### src/rtl/spc_pkg.sv
// Shared types and constants of the spaced connected placement check.
// No dependencies; used by every file of the block except assert_macros.svh.
`timescale 1ns / 1ps

package spc_pkg;

    localparam int MAX_NODES_DEF  = 32;
    localparam int COORD_BITS_DEF = 16;

    localparam int DIST_W     = 15;
    localparam int DSQ_W      = 2 * DIST_W;
    localparam int LIMIT_W    = 6;
    localparam int RETRY_W    = 17;
    localparam int NODE_IDX_W = 5;
    localparam int MASK_W     = 32;
    localparam int OUT_DATA_W = ((NODE_IDX_W + MASK_W + 7) / 8) * 8;
    localparam int APB_AW     = 4;
    localparam int APB_DW     = 32;

    localparam logic [DIST_W-1:0]  MIN_DIST_RST    = 15'd1600;
    localparam logic [DIST_W-1:0]  MAX_DIST_RST    = 15'd2400;
    localparam logic [LIMIT_W-1:0] NODE_LIMIT_RST  = 6'd32;
    localparam logic [RETRY_W-1:0] RETRY_LIMIT_RST = 17'd100000;

    typedef enum logic [1:0] {
        ST_REJECT = 2'd0,
        ST_ACCEPT = 2'd1,
        ST_GIVEUP = 2'd2,
        ST_FULL   = 2'd3
    } t_status;

    typedef enum logic [1:0] {
        REG_MIN_DIST    = 2'd0,
        REG_MAX_DIST    = 2'd1,
        REG_NODE_LIMIT  = 2'd2,
        REG_RETRY_LIMIT = 2'd3
    } t_reg_idx;

    // Control flags that travel with the candidate along the cell row.
    typedef struct packed {
        logic valid;
        logic all_far;
        logic sq_valid;
    } t_flags;

endpackage

### src/rtl/spc_cell.sv
// One cell of the placement row: holds one stored position, squares the distance
// to the passing candidate and finishes the compare of the previous cell's node.
// Depends on spc_pkg.
`timescale 1ns / 1ps

module spc_cell #(
    parameter int COORD_BITS = spc_pkg::COORD_BITS_DEF,
    parameter int MAX_NODES  = spc_pkg::MAX_NODES_DEF,
    parameter int CNT_W      = 6,
    parameter int INDEX      = 0
) (
    input  logic                          i_clk,
    input  logic                          i_rst_n,
    input  logic [CNT_W-1:0]              i_count,
    input  logic [spc_pkg::DSQ_W-1:0]     i_min_sq,
    input  logic [spc_pkg::DSQ_W-1:0]     i_max_sq,
    input  logic                          i_wr_en,
    input  logic signed [COORD_BITS-1:0]  i_wr_x,
    input  logic signed [COORD_BITS-1:0]  i_wr_y,
    input  spc_pkg::t_flags               i_flags,
    input  logic signed [COORD_BITS-1:0]  i_cx,
    input  logic signed [COORD_BITS-1:0]  i_cy,
    input  logic [MAX_NODES-1:0]          i_near,
    input  logic [2*COORD_BITS-1:0]       i_sqx,
    input  logic [2*COORD_BITS-1:0]       i_sqy,
    output spc_pkg::t_flags               o_flags,
    output logic signed [COORD_BITS-1:0]  o_cx,
    output logic signed [COORD_BITS-1:0]  o_cy,
    output logic [MAX_NODES-1:0]          o_near,
    output logic [2*COORD_BITS-1:0]       o_sqx,
    output logic [2*COORD_BITS-1:0]       o_sqy
);

    localparam int SQ_W  = 2 * COORD_BITS;
    localparam int CMP_W = (SQ_W + 1 > spc_pkg::DSQ_W) ? SQ_W + 1 : spc_pkg::DSQ_W;
    localparam int PREV  = (INDEX == 0) ? 0 : INDEX - 1;

    logic signed [COORD_BITS-1:0] r_x;
    logic signed [COORD_BITS-1:0] r_y;
    spc_pkg::t_flags              r_flags;
    logic signed [COORD_BITS-1:0] r_cx;
    logic signed [COORD_BITS-1:0] r_cy;
    logic [MAX_NODES-1:0]         r_near;
    logic [SQ_W-1:0]              r_sqx;
    logic [SQ_W-1:0]              r_sqy;

    spc_pkg::t_flags              n_flags;
    logic [MAX_NODES-1:0]         n_near;
    logic [SQ_W-1:0]              n_sqx;
    logic [SQ_W-1:0]              n_sqy;

    logic [CMP_W-1:0]             sum;
    logic                         far;
    logic                         close;
    logic signed [COORD_BITS:0]   dx;
    logic signed [COORD_BITS:0]   dy;
    logic [COORD_BITS-1:0]        ax;
    logic [COORD_BITS-1:0]        ay;

    // compare for the node of the previous cell
    assign sum   = CMP_W'(i_sqx) + CMP_W'(i_sqy);
    assign far   = sum > CMP_W'(i_min_sq);
    assign close = sum < CMP_W'(i_max_sq);

    // squared distance to this cell's node
    assign dx = (COORD_BITS + 1)'(i_cx) - (COORD_BITS + 1)'(r_x);
    assign dy = (COORD_BITS + 1)'(i_cy) - (COORD_BITS + 1)'(r_y);
    assign ax = dx[COORD_BITS] ? COORD_BITS'(-dx) : COORD_BITS'(dx);
    assign ay = dy[COORD_BITS] ? COORD_BITS'(-dy) : COORD_BITS'(dy);

    always_comb begin
        n_flags.valid    = i_flags.valid;
        n_flags.all_far  = i_flags.all_far & (~i_flags.sq_valid | far);
        n_flags.sq_valid = CNT_W'(INDEX) < i_count;
        n_near           = i_near | (MAX_NODES'(i_flags.sq_valid & close) << PREV);
        n_sqx            = SQ_W'(ax) * SQ_W'(ax);
        n_sqy            = SQ_W'(ay) * SQ_W'(ay);
    end

    always_ff @(posedge i_clk) begin
        if (!i_rst_n) begin
            r_flags <= '0;
        end else begin
            r_flags <= n_flags;
        end
    end

    always_ff @(posedge i_clk) begin
        r_cx   <= i_cx;
        r_cy   <= i_cy;
        r_near <= n_near;
        r_sqx  <= n_sqx;
        r_sqy  <= n_sqy;
        if (i_wr_en) begin
            r_x <= i_wr_x;
            r_y <= i_wr_y;
        end
    end

    assign o_flags = r_flags;
    assign o_cx    = r_cx;
    assign o_cy    = r_cy;
    assign o_near  = r_near;
    assign o_sqx   = r_sqx;
    assign o_sqy   = r_sqy;

endmodule

### config.mk
export PLATFORM = sky130hd
export DESIGN_NAME = spc_cell
export DESIGN_NICKNAME = d
export VERILOG_FILES = /design/src/rtl/spc_pkg.sv /design/src/rtl/spc_cell.sv
export SDC_FILE = /design/constraint.sdc
export NUM_CORES = 1
export LEC_CHECK = 0
export ABC_AREA = 1
export BUFFER_PORTS_ARGS = -buffer_cell sky130_fd_sc_hd__clkbuf_2
export CORE_ASPECT_RATIO = 0.8
export CORE_MARGIN = 5
export CORE_UTILIZATION = 45
export CTS_BUF_LIST = sky130_fd_sc_hd__clkbuf_16
export DETAILED_ROUTE_END_ITERATION = 7
export PLACE_DENSITY_LB_ADDON = 0.15
export SLEW_MARGIN = 20
export SYNTH_ARGS = -nofsm -noshare
export SYNTH_HDL_FRONTEND = slang
export SYNTH_SLANG_ARGS = --single-unit
### constraint.sdc
create_clock -name i_clk -period 7.8 [get_ports i_clk]
set_clock_uncertainty 0.05 [all_clocks]
set_input_delay 1.56 -clock i_clk [delete_from_list [all_inputs] [get_ports i_clk]]
set_output_delay 1.56 -clock i_clk [all_outputs]
set_load 0.03 [all_outputs]
; Word-level counts from Yosys, hierarchy flattened
; Index checks and enable logic that the tools add are counted.
[op_classes]
n_reduce_logical = 0
n_mul = 2
n_mux = 2
n_bitwise = 5
n_eq_ne = 0
magnitude_cmp = 3
addsub = 5
shift = 0
div = 0
[ops]
columns = op, n
row1 = 16-bit by 16-bit multiplier with 32-bit output, 2
row2 = 16-bit by 16-bit subtractor with 17-bit output, 2
row3 = 32-bit by 32-bit adder with 33-bit output, 1
row4 = 33-bit by 30-bit greater-than comparator with 1-bit output, 1
row5 = 33-bit by 30-bit less-than comparator with 1-bit output, 1
row6 = 16-bit 2-to-1 mux, 2
row7 = 16-bit negator, 2
row8 = 32-bit by 1-bit bitwise OR with 32-bit output, 1
row9 = 1-bit by 6-bit less-than comparator with 1-bit output (first input constant), 1
row10 = 1-bit AND, 2
row11 = 1-bit NOT, 1
row12 = 1-bit bitwise OR, 1
[totals]
mem_bits_rw = 0
mem_bits_ro = 0
elab_cells = 27
in_bits = 232
latchBits = 0
register_bits = 163
mem_count = 0

; Depth between registers and ports, before layout
[depth]
ltp_word = 4
depth_mapped = 46
depth_no_buf = 45

; Worst setup path after synthesis
; No wires, ideal clock.
[synth_timing]
path_kind = input-to-reg
startpoint = input i_cx[0]
endpoint = register r_sqx[28], in the netlist o_sqx[28]
t_arrival_ps = 8356
setup_time_ps = 120
cell_stages = 39
setup_slack_ps = -726
path_cell_list = inv_1 -> ha_1 -> fa_1 -> inv_1 -> nand2_1 -> nand2_1 -> nand2_1 -> nor2_1 -> nand3_1 -> and2b_1 -> nand2_2 -> nor2_2 -> nand3_2 -> nand2_4 -> o21ai_2 -> or2_4 -> nand2_4 -> buf_12 -> (+3 left out) -> fa_1 -> fa_1 -> fa_1 -> fa_1 -> inv_1 -> fa_1 -> inv_1 -> ha_1 -> nand2_1 -> nor2_1 -> inv_1 -> nor3_1 -> a21oi_1 -> o21ai_0 -> nand2_1 -> nand2_1 -> a21oi_1 -> xnor2_1
[synth_via]
elab_chain_len = 4
[synth_rtl]
columns = element, line
row1 = start: declaration, spc_cell.sv:21  ; input logic signed [COORD_BITS-1:0] i_cx,
row2 = 16-bit by 16-bit subtractor with 17-bit output (*), spc_cell.sv:66  ; assign dx = (COORD_BITS + 1)'(i_cx) - (COORD_BITS + 1)'(r_x);
row3 = 16-bit negator, spc_cell.sv:68  ; assign ax = dx[COORD_BITS] ? COORD_BITS'(-dx) : COORD_BITS'(dx);
row4 = 16-bit 2-to-1 mux (*), spc_cell.sv:68
row5 = 16-bit by 16-bit multiplier with 32-bit output (*), spc_cell.sv:76  ; n_sqx = SQ_W'(ax) * SQ_W'(ax);
row6 = named net n_sqx[28], spc_cell.sv:49  ; logic [SQ_W-1:0] n_sqx;
row7 = end signal: assignment, spc_cell.sv:92  ; r_sqx <= n_sqx;
row8 = end: declaration, spc_cell.sv:44  ; logic [SQ_W-1:0] r_sqx;
; Mark *: on every way through the listed nets, which the timed path passes. The rest lies on a longest branch.
; A chain may end at the register's enable or synchronous reset.

; Worst setup path in the final report
[layout_timing]
startpoint = input i_cy[0]
endpoint = register r_sqy[29], in the netlist o_sqy[29]
[layout_via]
elab_chain_len = 4
[layout_rtl]
columns = element, line
row1 = start: declaration, spc_cell.sv:22  ; input logic signed [COORD_BITS-1:0] i_cy,
row2 = 16-bit by 16-bit subtractor with 17-bit output (*), spc_cell.sv:67  ; assign dy = (COORD_BITS + 1)'(i_cy) - (COORD_BITS + 1)'(r_y);
row3 = 16-bit negator, spc_cell.sv:69  ; assign ay = dy[COORD_BITS] ? COORD_BITS'(-dy) : COORD_BITS'(dy);
row4 = 16-bit 2-to-1 mux (*), spc_cell.sv:69
row5 = 16-bit by 16-bit multiplier with 32-bit output (*), spc_cell.sv:77  ; n_sqy = SQ_W'(ay) * SQ_W'(ay);
row6 = named net n_sqy[29], spc_cell.sv:50  ; logic [SQ_W-1:0] n_sqy;
row7 = end signal: assignment, spc_cell.sv:93  ; r_sqy <= n_sqy;
row8 = end: declaration, spc_cell.sv:45  ; logic [SQ_W-1:0] r_sqy;
; Marked as above.

==> reports/qor.csv <==
metric;value;unit
final_antenna_net_count;0;
initial_utilization;45.7;%
synth_area_leader_cell;fa_1;
route.detailed.drc;0;
start_kind;primary input;
synth-edff-count;32;
portBuffers;360;
synth_ff_type;dfxtp_1;
h-tree-depth;4;
vias_per_cell;4.91;
yosys.cell_count.top_type;inv_1;
dp.cells;4524;
first_iter_violations;1258;
track_usage;26.4;%
min_period;8210;ps
drive_gt1_share;38.8;%
final.setup.worst_slack;-412;ps
stdcell_area;34900;µm²
worst_pin_slew;1050;ps
gp_congestion;0.986;
dpl.hpwl;64000;µm
synth_area_leaders;fa_1, ha_1, inv_1;
vias;22998;
final.setup.tns;-6930;ps
critPathKind;primary input to flop;
setup_viol;31;
grt_max_degree;33;
cts.sinks;161;
cpPeakStageDelay;600;ps
die_area;58400;µm²
antenna_found_initial;4;
cp_top_family;adder cells;
core.rowCount;75;
synth-async-reset-ratio;0;%
synth.avg_cell_area;8.05;µm²
fmax;122;MHz
synth_warnings;0;
place_area;31000;µm²
grt_pass1_wl;123000;µm
netlist_top_cells_count;inv_1, nand2_1, fa_1;
clk_pin_slew_worst_paths;80;ps
crit_path_frequent_cell;fa_1;
cp.buffers_inverters;9;
grt_pass1_vias;24464;
final_cells;4682;
root_buffer;clkbuf_16;
io_pins;363;
r2r_slack;330;ps
drv_slew;0;
status;finished, violations left;
drt_pass1_iterations;5;
grt_overflow;0;
die_width;269;µm
violations;setup timing;
cp.required;8140;ps
cts_tree;yes;
synth_seq_cells;161;
worstPathArrival;8550;ps
wl;77000;µm
ys_types;57;
cts.path.max_buffers;2;
final_hold_viol_count;0;
max-slew-margin-rel;30.2;%
maxCapViolations;0;
rsz0062_at_grt;true;
netlist_instances;2997;
nets;4854;
syn_to_final_growth;44.5;%
cp-end-kind;flop;
worst-path-max-fanout;4;
ys_seq_area_share;14.7;%
synth.cell_area;24100;µm²
clock_latency;500;ps
die_height;217;µm
hp-class;flop to flop;
synth_top_area_share;27.2;%
cts_buffers;17;
nFillCells;4390;
cpMaxStageDelayCell;fa_2;
drt-wirelength-per-cell;16.4;µm
core-area;52700;µm²
fin_crit_sh;105;%
[worst min-delay path: cells and delay by family (launching register included)]
kind | cells | cell delay (ps)
adders and majority gates | 1 | 190
buffers and inverters | 2 | 230
DFF | 1 | 380
[cell type report]
| cell class | instances | area [µm²] | share of cell area, % |
|---|---|---|---|
| timing repair buffer | 987 | 6920 | 19.9 |
| sequential | 161 | 3540 | 10.2 |
| antenna | 3 | 7.51 | 0.0215 |
| clock inverter | 15 | 199 | 0.571 |
| timing repair inverter | 1 | 6.26 | 0.0179 |
| tap | 693 | 867 | 2.49 |
| multi-input combinational | 2047 | 20000 | 57.3 |
| clock buffer | 17 | 425 | 1.22 |
| inverter | 758 | 2930 | 8.40 |
[through the flow]
stage                     setup WS (ps)  hold slack (ps)  utilization, %
after floorplan                    -345              640               -
after global placement            -1060              763            58.8
after detailed placement          -1200              776            58.8
after CTS                          -246              784            63.2
after global routing               -646              838            66.1
final                              -412              804            66.1
[cell families after synthesis]
logic type	share of synthesized area [%]
AOI/OAI and AO/OA	6.83
adders and majority gates	43.9
and+or+nand+nor	17.4
xor gates and xnor gates	4.32
other	0.0155
DFF	14.7
buffers and inverters	12.8
[layout by cell type, fill, tap and decap left out, drive strengths merged, types with 10 or more instances in the layout]
master  Yosys  layout
o21a       10      10
edfxtp     32      32
fa        328     328
buf        29     627
nand4      26      26
nand3      96      96
clkinv      2      11
xnor2      35      35
dfxtp     129     129
nand2     540     541
nor3       21      21
clkbuf      4     377
nor2      284     284
o21ai      77      77
a21o       11      11
inv       756     762
ha        321     321
a21oi     155     155
xor2       75      75
[timing repair]
item | in CTS | in global routing
setup buffers | 79 | 51
resized for setup | 275 | 280
pin swaps | 173 | 170
endpoints found under the setup margin | 37 | 43
hold buffers | 0 | 0
cloned | 2 | 0
endpoints found under the hold margin | 0 | 0
[registers in the layout, indices dropped and copies added, names as in the netlist]
signal and flops:
r_x 16, o_sqy 31, r_y 16, o_flags 3
o_cy 16, o_sqx 31, o_cx 16, o_near 32
[per-layer routing]
| layer | GRT usage [%] | routed length, µm | up-vias |
|---|---|---|---|
| met4 | 7.47 | 2020 | 2 |
| met5 | 0.422 | 11 | - |
| met3 | 5.85 | 4470 | 113 |
| met1 | 35.8 | 34400 | 11085 |
| li1 | - | - | 11135 |
| met2 | 42.7 | 36100 | 663 |
[worst paths after layout]
| path | cells past startpoint | end | start |
|---|---|---|---|
| worst max-delay path | 36 | o_sqy[29] | i_cy[0] |
| worst min-delay path | 3 | o_sqx[0] | r_x[0] |
| worst max register to register | 34 | o_sqy[29] | r_y[0] |
| worst min register to register | 3 | o_sqx[0] | r_x[0] |
Power is left out: the tool's default activity adds up to more than one toggle a clock period on the data nets, which glitch-free logic cannot reach.
